<file path="config.mk">
export PLATFORM = sky130hd
export DESIGN_NAME = ort_mod
export DESIGN_NICKNAME = d
export VERILOG_FILES = /design/src/rtl/core/outstanding_request_tracker_macros.svh /design/src/rtl/core/ort_pkg.sv /design/src/rtl/core/ort_mod.sv
export SDC_FILE = /design/constraint.sdc
export NUM_CORES = 1
export LEC_CHECK = 0
export BUFFER_PORTS_ARGS = -buffer_cell sky130_fd_sc_hd__buf_2
export CORE_AREA = 2 2 39 41
export CTS_BUF_LIST = sky130_fd_sc_hd__clkbuf_4 sky130_fd_sc_hd__clkbuf_8
export CTS_CLUSTER_SIZE = 10
export DETAILED_ROUTE_END_ITERATION = 6
export DIE_AREA = 0 0 41 43
export PLACE_DENSITY = 0.7
export SYNTH_ARGS = -nofsm -noshare
export SYNTH_HDL_FRONTEND = slang
export SYNTH_SLANG_ARGS = --single-unit
</file>
<file path="constraint.sdc">
create_clock -name clk -period 3.3 [get_ports clk]
set_clock_uncertainty 0.2 [all_clocks]
set_input_delay 0.495 -clock clk [delete_from_list [all_inputs] [get_ports clk]]
set_output_delay 0.495 -clock clk [all_outputs]
set_load 0.01 [all_outputs]
</file>
<file path="src/rtl/core/outstanding_request_tracker_macros.svh">
// Assertion helpers for the request tracker.
// Each macro checks on the rising edge of clk and is off while rst_n is low.
`ifndef OUTSTANDING_REQUEST_TRACKER_MACROS_SVH
`define OUTSTANDING_REQUEST_TRACKER_MACROS_SVH

// Same-cycle implication
`define ORT_ASSERT_NOW(label, ante, cons, msg) \
  label: assert property (@(posedge clk) disable iff (!rst_n) (ante) |-> (cons)) \
    else $error(msg);

// Next-cycle implication
`define ORT_ASSERT_NEXT(label, ante, cons, msg) \
  label: assert property (@(posedge clk) disable iff (!rst_n) (ante) |=> (cons)) \
    else $error(msg);

`endif

</file>
<file path="src/rtl/core/ort_pkg.sv">
package ort_pkg;

  localparam int ID_W        = 32;
  localparam int FREED_W     = 7;
  localparam int MAGIC_W     = ID_W + 1;          // reciprocal width for id / BUCKETS
  localparam int MUL_W       = (MAGIC_W + 1) / 2; // reciprocal bits per multiply step
  localparam int MOD_STEPS   = 3;                 // low half, high half, remainder
  localparam int MOD_CNT_W   = $clog2(MOD_STEPS);
  localparam logic [FREED_W-1:0] FREED_MAX = {FREED_W{1'b1}};

  typedef enum logic [1:0] {
    CMD_INSERT = 2'd0,
    CMD_REMOVE = 2'd1,
    CMD_TICK   = 2'd2,
    CMD_SWEEP  = 2'd3
  } cmd_t;

  typedef enum logic [1:0] {
    ST_OK   = 2'd0,
    ST_FULL = 2'd1,
    ST_MISS = 2'd2
  } status_t;

  typedef enum logic [2:0] {
    S_CLEAR,
    S_IDLE,
    S_MOD,
    S_READ,
    S_CHECK,
    S_DONE
  } state_t;

  typedef struct packed {
    logic [15:0]     family;
    logic [15:0]     subtype;
    logic [15:0]     flags;
    logic [ID_W-1:0] ctx;
  } payload_t;

  typedef struct packed {
    logic            valid;
    logic [ID_W-1:0] id;
    logic [ID_W-1:0] itime;
    payload_t        pay;
  } entry_t;

  typedef struct packed {
    status_t            status;
    logic [ID_W-1:0]    request_id;
    payload_t           pay;
    logic [FREED_W-1:0] freed;
  } res_t;

endpackage

</file>
<file path="src/rtl/core/ort_mod.sv">
module ort_mod #(
  parameter int BUCKETS = 16,
  parameter int BKT_W   = 4
) (
  input  logic                     clk,
  input  logic                     rst_n,
  input  logic                     start,
  input  logic [ort_pkg::ID_W-1:0] id,
  output logic                     done,
  output logic [BKT_W-1:0]         rem
);

  localparam int               SHIFT   = ort_pkg::ID_W + $clog2(BUCKETS);
  localparam int               MAGIC_W = ort_pkg::MAGIC_W;
  localparam int               MUL_W   = ort_pkg::MUL_W;
  localparam int               ACC_W   = ort_pkg::ID_W + MAGIC_W;
  localparam logic [63:0]      MAGIC   = ((64'd1 << SHIFT) + 64'(BUCKETS) - 64'd1) /
                                         64'(BUCKETS);
  localparam logic [MUL_W-1:0] MAG_LO  = MAGIC[MUL_W-1:0];
  localparam logic [MUL_W-1:0] MAG_HI  = MUL_W'(MAGIC[MAGIC_W-1:MUL_W]);

  logic [ort_pkg::ID_W-1:0]       val_r, val_nxt;
  logic [ACC_W-1:0]               acc_r, acc_nxt;
  logic [BKT_W-1:0]               rem_r, rem_nxt;
  logic [ort_pkg::MOD_CNT_W-1:0]  cnt_r, cnt_nxt;
  logic                           run_r, run_nxt;
  logic                           done_r, done_nxt;
  logic [MUL_W-1:0]               mul_b;
  logic [ort_pkg::ID_W+MUL_W-1:0] prod;
  logic [BKT_W-1:0]               quo;

  // one shared multiplier: low reciprocal half first, then the high half
  assign mul_b = (cnt_r == '0) ? MAG_LO : MAG_HI;
  assign prod  = val_r * mul_b;
  // only the low quotient bits matter for the remainder
  assign quo   = BKT_W'(acc_r >> SHIFT);

  // id mod BUCKETS by reciprocal multiply, then id - quotient * BUCKETS
  always_comb begin
    val_nxt  = val_r;
    acc_nxt  = acc_r;
    rem_nxt  = rem_r;
    cnt_nxt  = cnt_r;
    run_nxt  = run_r;
    done_nxt = 1'b0;
    if (start) begin
      val_nxt = id;
      cnt_nxt = '0;
      run_nxt = 1'b1;
    end else if (run_r) begin
      cnt_nxt = cnt_r + 1'b1;
      if (cnt_r == '0) begin
        acc_nxt = ACC_W'(prod);
      end else if (cnt_r != ort_pkg::MOD_CNT_W'(ort_pkg::MOD_STEPS - 1)) begin
        acc_nxt = acc_r + (ACC_W'(prod) << MUL_W);
      end else begin
        rem_nxt  = val_r[BKT_W-1:0] - quo * BKT_W'(BUCKETS);
        run_nxt  = 1'b0;
        done_nxt = 1'b1;
      end
    end
  end

  always_ff @(posedge clk) begin
    if (!rst_n) begin
      run_r  <= 1'b0;
      done_r <= 1'b0;
    end else begin
      run_r  <= run_nxt;
      done_r <= done_nxt;
    end
    val_r <= val_nxt;
    acc_r <= acc_nxt;
    rem_r <= rem_nxt;
    cnt_r <= cnt_nxt;
  end

  assign done = done_r;
  assign rem  = rem_r;

endmodule

</file>
==> results list <==
* Result of the run: finished, final reports clean
- Count of hold buffers inserted by post-cts repair: 0
- Number of H-tree branching levels: 1
* Die outline height: between 40 and 50 µm
- The smallest clock period supported by the final layout is computed as 1460 ps.
- Max-cap violations in this run came to 0.
- CP Data Required Time: 2600 ps
- Synthesized area: approximately 410 µm²
- The clock drives 12 sinks.
- Synth top area share: 0.585
* Effective utilization at floorplan: 0.297
- DR iter-0 viols: 5
- In this run the power density over the cells is 538 nW/µm².
* Most area-consuming cells after synthesis: sky130_fd_sc_hd__edfxtp_1 59%, sky130_fd_sc_hd__dfxtp_1 20%, sky130_fd_sc_hd__ha_1 6.1%
- Once the clock tree was built, the resizer swapped 0 gates to a different size.
- The max-slew violation total from the final report was 0.
- The total overflow left after global routing is 0.
* CP bufs+invs: 1
* Most numerous cell in the Yosys netlist: sky130_fd_sc_hd__edfxtp_1
* Final antenna-violating net count: 0
- After clock tree synthesis, the clock-pin slew on the worst setup and hold paths is 70 ps.
- Std-Cell Core Area: 1380 µm²
- Number of different library cells in the post-synthesis netlist: 10
- Global-route usage over all layers: 0.0728
- Measured in cells, the most critical reg-to-reg path has a length of 3.
- During synthesis, Yosys emitted a total of 0 warnings.
* Seq cells post-synth: 12
- Antenna violations before repair: 0
* Syn_area_per_cell: 17.1 µm²
* Worst Hold Launch: id[3]
- The placed instances occupy a cell area of around 490 µm².
- Counting instances, the worst hold path has a depth of 1.
- Setup total negative slack on the finished layout was measured at 0 ps.
- For the pin with the worst max-slew slack, the measured transition is 193 ps.
- The cell sitting at the root of the clock tree is a sky130_fd_sc_hd__clkbuf_4.
- The detailed router placed 216 vias in this run.
* Vias in the first global route: just under 200
- Entering global routing, the biggest net connects 9 pins.
- Number of buffers created by CTS: 3
- Routed wire length per instance: 8.87 µm
- DRC violation count after routing: 0
* Critical path fanouts, max: 1
* RSZ-0062 raised after global routing: no
* Weighted congestion reported at the end of routability-driven placement: between 0.5 and 0.6
- Setup violations, final: 0
- Detail Placement HPWL: 360 µm
- For the worst-skew pair, the clock arrives at the later sink with an insertion delay of 260 ps.
- No sink is reached through more buffers than the 2 on the longest clock path.
- Counting flops with a built-in enable in the synthesized netlist gives 8.
- Final worst path period share: 0.443
- Final hold violation count: 0
- Global-route wire length before repair: 807 µm
* Instance count of the mapped netlist: 24
- At the worst endpoint, the arrival time is 770 ps.
- The first detailed-routing pass took 2 iterations.
- In the synthesized netlist the async set-or-reset flop fraction comes to 0.
- The worst register-to-register path has a setup slack of 1970 ps.
* Crit path kind: register to output port
- TritonCTS clock tree: done
- The share of the Yosys chip area taken by registers is 0.780.
- Layout Nets: 77
- Number of buffers inserted by post-CTS setup repair: 0
- Nets in the synthesized netlist: 61
- Derived from the worst setup path, the maximum achievable clock frequency is 0.683 GHz.
- The floorplan step set the die width to 41 µm.
* Die Outline Area: between 1500 and 2000 µm²
- Fraction of final layout cells sized beyond drive strength 1: 0.359
* Lkg Pwr: roughly 0.22 nW
- Ant. Diodes: 0
- In this run the critical register-to-register path is captured at rem[1].
- The largest individual stage delay along the critical path comes from the cell sky130_fd_sc_hd__edfxtp_1.
- The worst setup path is launched from a register.
- The worst register-to-register path begins at cnt_r[0].
- IR Drop Worst-Case VDD: 218 µV
* Hold Path Class: primary input to register
* Relative slew slack: 0.871
- Std-Cell Rows: 14
- Top Family by Delay on Critical Path: flip-flops
- Walking the worst path, the cells encountered are buf_2.
* Delay of the slowest cell on the worst path: 360 ps
- Detail-routed via count per cell: 3.93
* Top flip-flop cell by instance count after synthesis: sky130_fd_sc_hd__edfxtp_1
- STA classifies the critical path endpoint as an output port.
- Routed Wire Length: about 490 µm
* Area Growth Syn to Fin: 24.7%
- Most frequent cells after synthesis: 8 x sky130_fd_sc_hd__edfxtp_1, 4 x sky130_fd_sc_hd__dfxtp_1
- The synthesized design spends more area on one cell type than any other, namely sky130_fd_sc_hd__edfxtp_1.
- For hold timing, the worst endpoint is val_r[3].
- Design area: just over 500 µm²
* Number of primary I/O pins: 40
* Count of buffers inserted at the top-level ports: 11
through the flow:
step / total power [mW] / setup slack [ps] / hold slack [ps] / util / cells
finish: 0.276 / 1840 / 201 / 0.370 / 55
global route: 0.291 / 1790 / 192 / 0.370 / 55
CTS: 0.280 / 1820 / 193 / 0.370 / 55
detailed placement: 0.191 / 1800 / 205 / 0.351 / 51
global placement: 0.191 / 1820 / 206 / 0.351 / 51
floorplan: 0.184 / 2020 / 200 / - / 24
cell usage in the layout, fill, tap and decap left out:
cell type,count
sky130_fd_sc_hd__inv_1,2
sky130_fd_sc_hd__nor2b_1,1
sky130_fd_sc_hd__nor2_1,2
sky130_fd_sc_hd__buf_2,11
sky130_fd_sc_hd__clkinv_1,1
sky130_fd_sc_hd__xnor2_1,1
sky130_fd_sc_hd__clkbuf_4,3
sky130_fd_sc_hd__o21a_1,1
sky130_fd_sc_hd__dfxtp_1,4
sky130_fd_sc_hd__ha_1,2
sky130_fd_sc_hd__mux2i_1,1
sky130_fd_sc_hd__and3b_1,2
sky130_fd_sc_hd__edfxtp_1,8
where the power goes:
group	switching [mW]	internal, mW	total (mW)
logic	0.00708	0.00861	0.0157
clock network	0.0438	0.0437	0.0875
registers	0.00371	0.169	0.172
routing by layer:
metal	part of all wire	vias to the layer above	track usage
li1	-	114	-
met1	0.49	86	0.103
met2	0.34	14	0.0750
met3	0.14	2	0.0419
met4	0.020	0	0.0600
met5	0	-	0
layout make-up:
type | instances | area, µm²
fill | 140 | 872
sequential | 12 | 320
multi-input combinational | 10 | 82.6
timing repair buffer | 11 | 55.1
clock buffer | 3 | 22.5
tap | 16 | 20.0
inverter | 2 | 7.51
clock inverter | 1 | 3.75
logic make-up after synthesis:
logic type	Yosys count	share of synthesized area
buffers and inverters	2	0.0183
AND/OR/NAND/NOR	5	0.0762
multiplexers	1	0.0244
adder cells (fa/ha/maj)	2	0.0610
flip-flops	12	0.780
XOR/XNOR	1	0.0213
AO/OA/AOI/OAI	1	0.0183
sequential cells by signal (all words and copies together) (netlist names):
name	flops
done	1
cnt_r	2
rem	4
val_r	4
run_r	1
worst max path at each step:
stage / startpoint / endpoint / cells after the start
after floorplan: start / rem[0] / 1
after global placement: start / rem[0] / 2
after detailed placement: start / rem[0] / 2
after CTS: rem[2] / rem[2] / 1
after global routing: rem[1] / rem[1] / 1
final: rem[2] / rem[2] / 1
(Power assumes the default switching activity.)
