--- src/rtl/core/outstanding_request_tracker_macros.svh ---
// Assertion helpers for the request tracker.
// Each macro checks on the rising edge of clk and is off while rst_n is low.
`ifndef OUTSTANDING_REQUEST_TRACKER_MACROS_SVH
`define OUTSTANDING_REQUEST_TRACKER_MACROS_SVH

// Same-cycle implication
`define ORT_ASSERT_NOW(label, ante, cons, msg) \
  label: assert property (@(posedge clk) disable iff (!rst_n) (ante) |-> (cons)) \
    else $error(msg);

// Next-cycle implication
`define ORT_ASSERT_NEXT(label, ante, cons, msg) \
  label: assert property (@(posedge clk) disable iff (!rst_n) (ante) |=> (cons)) \
    else $error(msg);

`endif

--- src/rtl/core/ort_pkg.sv ---
package ort_pkg;

  localparam int ID_W        = 32;
  localparam int FREED_W     = 7;
  localparam int MAGIC_W     = ID_W + 1;          // reciprocal width for id / BUCKETS
  localparam int MUL_W       = (MAGIC_W + 1) / 2; // reciprocal bits per multiply step
  localparam int MOD_STEPS   = 3;                 // low half, high half, remainder
  localparam int MOD_CNT_W   = $clog2(MOD_STEPS);
  localparam logic [FREED_W-1:0] FREED_MAX = {FREED_W{1'b1}};

  typedef enum logic [1:0] {
    CMD_INSERT = 2'd0,
    CMD_REMOVE = 2'd1,
    CMD_TICK   = 2'd2,
    CMD_SWEEP  = 2'd3
  } cmd_t;

  typedef enum logic [1:0] {
    ST_OK   = 2'd0,
    ST_FULL = 2'd1,
    ST_MISS = 2'd2
  } status_t;

  typedef enum logic [2:0] {
    S_CLEAR,
    S_IDLE,
    S_MOD,
    S_READ,
    S_CHECK,
    S_DONE
  } state_t;

  typedef struct packed {
    logic [15:0]     family;
    logic [15:0]     subtype;
    logic [15:0]     flags;
    logic [ID_W-1:0] ctx;
  } payload_t;

  typedef struct packed {
    logic            valid;
    logic [ID_W-1:0] id;
    logic [ID_W-1:0] itime;
    payload_t        pay;
  } entry_t;

  typedef struct packed {
    status_t            status;
    logic [ID_W-1:0]    request_id;
    payload_t           pay;
    logic [FREED_W-1:0] freed;
  } res_t;

endpackage

--- src/rtl/core/ort_check.sv ---
module ort_check (
  input  ort_pkg::cmd_t            mode,
  input  ort_pkg::entry_t          entry,
  input  logic [ort_pkg::ID_W-1:0] key,
  input  logic [ort_pkg::ID_W-1:0] now,
  input  logic [ort_pkg::ID_W-1:0] max_age,
  output logic                     hit
);

  logic [ort_pkg::ID_W-1:0] age;

  // wrapped age of the entry
  assign age = now - entry.itime;

  // one compare per probed entry, chosen by the command
  always_comb begin
    case (mode)
      ort_pkg::CMD_INSERT: hit = !entry.valid;
      ort_pkg::CMD_REMOVE: hit = entry.valid && (entry.id == key);
      ort_pkg::CMD_SWEEP:  hit = entry.valid && (age > max_age);
      default:             hit = 1'b0;
    endcase
  end

endmodule

--- config.mk ---
export PLATFORM = sky130hd
export DESIGN_NAME = ort_check
export DESIGN_NICKNAME = d
export VERILOG_FILES = /design/src/rtl/core/outstanding_request_tracker_macros.svh /design/src/rtl/core/ort_pkg.sv /design/src/rtl/core/ort_check.sv
export SDC_FILE = /design/constraint.sdc
export NUM_CORES = 1
export LEC_CHECK = 0
export BUFFER_PORTS_ARGS = -buffer_cell sky130_fd_sc_hd__buf_2
export CORE_AREA = 3 3 93 95
export DETAILED_ROUTE_END_ITERATION = 6
export DIE_AREA = 0 0 96 98
export GPL_TIMING_DRIVEN = 1
export PLACE_DENSITY = 0.84
export RECOVER_POWER = 50
export SYNTH_ARGS = -nofsm -noshare
export SYNTH_HDL_FRONTEND = slang
export SYNTH_SLANG_ARGS = --single-unit
export TNS_END_PERCENT = 1
--- constraint.sdc ---
create_clock -name vclk -period 5.1
set_clock_uncertainty 0.15 [all_clocks]
set_input_delay 0.51 -clock vclk [all_inputs]
set_output_delay 0.51 -clock vclk [all_outputs]
set_load 0.02 [all_outputs]
==> results of run 1 <==
Yosys cell counts, types with 2 or more instances:
| library cell | n | area [um2] |
|---|---|---|
| a211oi_1 | 2 | 15.0 |
| nor4_1 | 7 | 43.8 |
| o211a_1 | 2 | 20.0 |
| a21o_1 | 24 | 180 |
| nand2_1 | 15 | 56.3 |
| and3_1 | 4 | 25.0 |
| and2_1 | 2 | 12.5 |
| a31oi_4 | 2 | 42.5 |
| nand3_1 | 7 | 35.0 |
| xnor2_1 | 32 | 280 |
| o21ai_0 | 22 | 110 |
| ha_1 | 63 | 788 |
| or3_1 | 2 | 12.5 |
| nor3_1 | 10 | 50.1 |
| nor2b_1 | 2 | 12.5 |
| nand2b_1 | 5 | 31.3 |
| nand4_1 | 18 | 113 |
| o21a_1 | 5 | 37.5 |
| a21oi_1 | 30 | 150 |
| clkbuf_1 | 2 | 7.51 |
| nor2_1 | 12 | 45.0 |
| o41ai_1 | 2 | 17.5 |
| inv_1 | 70 | 263 |
| xor2_1 | 27 | 236 |
| a221o_1 | 2 | 20.0 |
| a31oi_1 | 2 | 12.5 |
placed cells by master, fill, tap and decap left out, types with 3 or more instances in the layout:
master    count
nand4_1      18
nand2b_1      5
and3_1        4
ha_1         60
nand2_1      15
a21oi_1      27
buf_4        12
a21oi_2       3
o21ai_1       4
nand3_1       6
o21a_1        5
a21o_1       24
xnor2_1      32
xor2_1       27
inv_1        70
nor4_1        6
o21ai_0      17
nor2_1       12
nor3_1       10
buf_2       163
ha_4          3
per-layer routing:
| metal | vias to the layer above | share of wire (%) |
|---|---|---|
| met2 | 151 | 46 |
| met1 | 1484 | 44 |
| li1 | 1744 | - |
| met5 | - | 0.073 |
| met4 | 2 | 0.72 |
| met3 | 10 | 9.3 |
per-stage QoR:
| step | hold WS [ns] | cells | area [um2] | setup slack (ns) |
|---|---|---|---|---|
| finish | 1.32 | 667 | 3950 | 0.239 |
| global route | 1.36 | 667 | 3950 | -0.0520 |
| CTS | 1.33 | 661 | 3830 | 0.0694 |
| detailed placement | 1.32 | 661 | 3820 | -0.0209 |
| global placement | 1.33 | 661 | 3820 | 0.0151 |
| floorplan | 1.12 | 392 | 2840 | 0.478 |
worst min-delay path: stages:
cell and delay [ns]:
buf_2 0.11, nand4_1 0.06, o21ai_1 0.10, buf_4 0.17
logic make-up after synthesis:
logic type / after synthesis
xor gates and xnor gates: 59
AOI/OAI and AO/OA: 108
muxes: 1
buffers and inverters: 72
and+or+nand+nor: 88
adders and majority gates: 64
power groups by stage:
stage               combinational [mW]  clock, mW  sequential (mW)
floorplan                        0.313          0                0
global placement                 0.441          0                0
detailed placement               0.458          0                0
CTS                              0.464          0                0
global route                     0.548          0                0
finish                           0.489          0                0
worst max-delay path by stage:
stage / to / slack (ns) / cells past startpoint
floorplan: hit / 0.48 / 17
global placement: hit / 0.02 / 23
detailed placement: hit / -0.02 / 23
CTS: hit / 0.07 / 23
global route: hit / -0.05 / 23
finish: hit / 0.24 / 19
area by class of cell:
cell class	count	area, um2
fill	759	3860
multi-input combinational	320	2650
inverter	70	263
tap	102	128
timing repair buffer	175	906
timing repair:
action	4_1_cts	5_1_grt
pin swaps	0	11
setup buffers	0	6
endpoints found under the setup margin	1	1
resized for setup	2	18
==> results_dict.tcl, run 1 <==
set metrics [dict create \
    outcome "finished clean" \
    yosysUniqueCellTypes 47 \
    crit_start "entry[85]" \
    num_vias 3391 \
    drv_slew 0 \
    avgSynthCellArea_um2 7.25 \
    diodes 0 \
    final_hold_viol_count 0 \
    hold_depth 4 \
    grt_pass1_wl_um 14600 \
    cp_max_fo 5 \
    drive_gt1_share_pct 34.9 \
    dieArea_um2 9410 \
    crit_path_start_kind "primary input" \
    die_y_um 98 \
    final_util_pct 50.5 \
    first_pass_iters 4 \
    critical_path.endpoint_type "output pin" \
    totalWireLength_um 9550 \
    yosys.area_share.simple_pct 16.5 \
    yosysSeqAreaShare_pct 0 \
    clkPwrFrac_pct 0 \
    nClkBuffers 0 \
    switching_power_mw 0.246 \
    syn-num-nets 699 \
    syn_to_final_growth_pct 38.9 \
    dpl.hpwl_um 8550 \
    busiest_layer "met2" \
    critPathKind "primary input to output pin" \
    vdd_drop_max_mv 0.0538 \
    antenna_found_initial 1 \
    pwr-share-comb_pct 100.0 \
    yosys_warnings 0 \
    grt_start_max_net_pins 9 \
    min-delay-start "mode[1]" \
    path_buf_inv 3 \
    die_w_um 96 \
    worst_slew_pin_slew_ns 0.439 \
    core_um2 7810 \
    maxCapViolations 0 \
    grt.overflow.total 0 \
    netlist_area_um2 2840 \
    nets 874 \
    power_density_nw_per_um2 124 \
    cp.required_ns 4.44 \
    fmax_mhz 206 \
    synth_compound_area_share_pct 27.0 \
    finalCritPeriodShare_pct 95.3 \
    ioPinCount 244 \
    synthAdderAreaFrac_pct 28.5 \
    gp_congestion 0.911 \
    critical_path.max_stage_delay_ns 0.33 \
    power_leakage_nw 2.26 \
    p_seq_share_pct 0 \
    initial_core_util_pct 36.4 \
    slowest_stage "a221o_1" \
    crit_chain "buf_2 -> inv_1 -> ha_4 -> and4_4 -> a221o_1 -> a31oi_4 -> a311o_1 -> nand3_2 -> a41oi_2 -> mux2i_1 -> o2111ai_1 -> ha_1 -> a21o_1 -> a21o_1 -> a21oi_2 -> o21ai_1 -> a311oi_1 -> o21ai_1 -> buf_4" \
    met1_usage_pct 24.0 \
    min_period_ns 4.86 \
    grt_pass1_vias 3337 \
    rows 32 \
    synth_top_family_by_area "adder cells" \
    use_met3_pct 3.93 \
    cp.arrival_ns 4.20 \
    slew_headroom_pct 70.4 \
    synthXorXnorAreaFrac_pct 18.2 \
    ff_latch_area_um2 0 \
    wire_per_inst_um 14.3 \
    io_buffer_count 164 \
    drtIter0Drc 82 \
    seq_cells 0 \
    syn_inst 392 \
    setup_violations 0 \
    synthMuxAreaShare_pct 0.352 \
    whs_endpoint "hit" \
    antenna_left 0 \
    p_sw_share_pct 50.4 \
    hold_buffers 0 \
    setup-tns-final_ns 0 \
    viasPerCell 5.08 \
    grt_use_total_pct 18.8 \
    p_total_mw 0.489 \
    p_int_mw 0.243 \
    critPathTopFamily "compound AO/OA/AOI/OAI gates" \
    min_path_type "primary input to output pin" \
    use_met2_pct 33.4 \
    drc 0 \
]
Note: power is estimated with default switching activity, not from simulation.
==> run 2: changes to the inputs <==
Settings changed: ABC_AREA set to 1, CORE_AREA 3 3 93 95 to 3 3 94 96, DIE_AREA 0 0 96 98 to 0 0 97 99, PLACE_DENSITY 0.84 to 0.87.
==> run 2 against run 1 <==
Net effect:
- hold slack lost 0.069 ns
- highest routed layer is now met4
- global-route usage is 0.99 points higher
- cell count rose by 26%
- synthesized cell count rose by 46%
- wire length is 2.3% higher
- largest cell class unchanged
==> results_dict.tcl, run 2 <==
set metrics [dict create \
    slew_headroom_pct 75.2 \
    nets 1047 \
    holdWs_ns 1.25 \
    slowest_stage "fa_1" \
    rows 33 \
    final_util_pct 51.4 \
    postCtsSetupRepairBufs 0 \
    drtIter0Drc 173 \
    drc 0 \
    critPathKind "primary input to output pin" \
    diodes 0 \
    totalWireLength_um 9770 \
    synthTopCellsByCount "nand2_1, inv_1, ha_1, a21oi_1, nor2_1" \
    cp.required_ns 4.44 \
    grt_start_max_net_pins 6 \
    min_path_type "primary input to output pin" \
    fmax_mhz 235 \
    initial_core_util_pct 39.7 \
    hold_depth 5 \
    syn_to_final_growth_pct 29.4 \
    syn_inst 574 \
    final_hold_viol_count 0 \
    dieArea_um2 9600 \
    instances_no_fill 843 \
    ioPinCount 244 \
    grt_pass1_wl_um 16400 \
    yosysSeqAreaShare_pct 0 \
    cp.arrival_ns 3.60 \
    p_total_mw 0.485 \
    whs_endpoint "hit" \
    syn-num-nets 881 \
    power_leakage_nw 2.52 \
    avgSynthCellArea_um2 5.63 \
    setup-tns-final_ns 0 \
    met1_length_um 4230 \
    layout_common_cells "buf_2, nand2_1, inv_1" \
    antenna_left 0 \
    outcome "finished clean" \
    grt_pass1_vias 3941 \
    yosys_warnings 0 \
    min_period_ns 4.26 \
    drv_slew 0 \
    antenna_found_initial 0 \
    finalCritPeriodShare_pct 83.5 \
    dpl.cell_count 843 \
    vdd_drop_max_mv 0.0454 \
    die_w_um 97 \
    highest_layer "met4" \
    num_vias 4107 \
    nClkBuffers 0 \
    routed-wl-met3_um 861 \
    core_um2 8130 \
    maxCapViolations 0 \
    synthDominantCellAreaShare_pct 24.4 \
    seq_cells 0 \
    io_buffer_count 164 \
    cp_max_fo 3 \
    layout_commonest_cell "buf_2" \
    yosysUniqueCellTypes 26 \
    netlist_top_cells_area "ha_1, nand2_1, inv_1, a21oi_1, xnor2_1" \
    dpl.hpwl_um 9130 \
    critical_path.endpoint_type "output pin" \
    crit_path_start_kind "primary input" \
    grt.overflow.total 0 \
    min-delay-start "mode[0]" \
    ff_latch_area_um2 0 \
    viasPerCell 4.87 \
    rsz0062_at_grt "no" \
    power_density_nw_per_um2 116 \
    yosysMostFrequentCell "nand2_1" \
    setup_violations 0 \
    worst_slew_pin_slew_ns 0.370 \
    wire_per_inst_um 11.6 \
    netlist_area_um2 3230 \
    wl_met2_um 4590 \
    hold_buffers 0 \
    grt_use_total_pct 19.8 \
    gp_congestion 0.993 \
    first_pass_iters 4 \
    drive_gt1_share_pct 23.7 \
    synth_area_leader_cell "ha_1" \
    crit_path_frequent_cell "nand2_1" \
    critical_path.max_stage_delay_ns 0.39 \
    die_y_um 99 \
    post_cts_resized 0 \
]
## run 2: cell type report
| type | count | area (um2) |
|---|---|---|
| inverters | 106 | 398 |
| well taps | 105 | 131 |
| repair buffers | 164 | 820 |
| fillers | 849 | 3950 |
| multi-input cells | 468 | 2830 |
## run 2: kinds of logic (layout without fill, tap and decap cells)
family          after synthesis  after routing  synth area share [%]
compound gates               94             94                  15.9
xor+xnor                     50             50                  13.6
fa+ha+maj                    64             64                  25.0
buf+inv                     106            270                  12.3
simple gates                260            260                  33.2
## run 2: power by group
| group | switching [mW] | internal (mW) | total, mW |
|---|---|---|---|
| logic | 0.276 | 0.209 | 0.485 |
| clock network | 0 | 0 | 0 |
| registers | 0 | 0 | 0 |
| total | 0.276 | 0.209 | 0.485 |
## run 2: critical path: cells and delay by family
family / cells / cell delay [ns]
and+or+nand+nor: 12 / 1.07
AOI/OAI and AO/OA: 4 / 0.59
adders and majority gates: 3 / 0.82
buffers and inverters: 6 / 0.62
## run 2: stage by stage
step | setup slack [ns] | area [um2]
finish | 0.841 | 4180
global placement | 0.984 | 4180
floorplan | 1.41 | 3230
detailed placement | 0.925 | 4180
CTS | 0.931 | 4180
global route | 0.581 | 4180
## run 2: worst max-delay path by stage
stage	endpoint	depth (start not counted)	slack [ns]	startpoint
finish	hit	25	0.84	now[0]
floorplan	hit	23	1.41	now[0]
detailed placement	hit	25	0.92	now[0]
global placement	hit	20	0.98	now[0]
global route	hit	25	0.58	now[0]
CTS	hit	25	0.93	now[0]
## run 2: layer usage
metal	vias up	global-route usage [%]
li1	2181	-
met1	1744	25.1
met2	174	37.0
met3	8	2.41
met4	0	1.84
met5	-	0
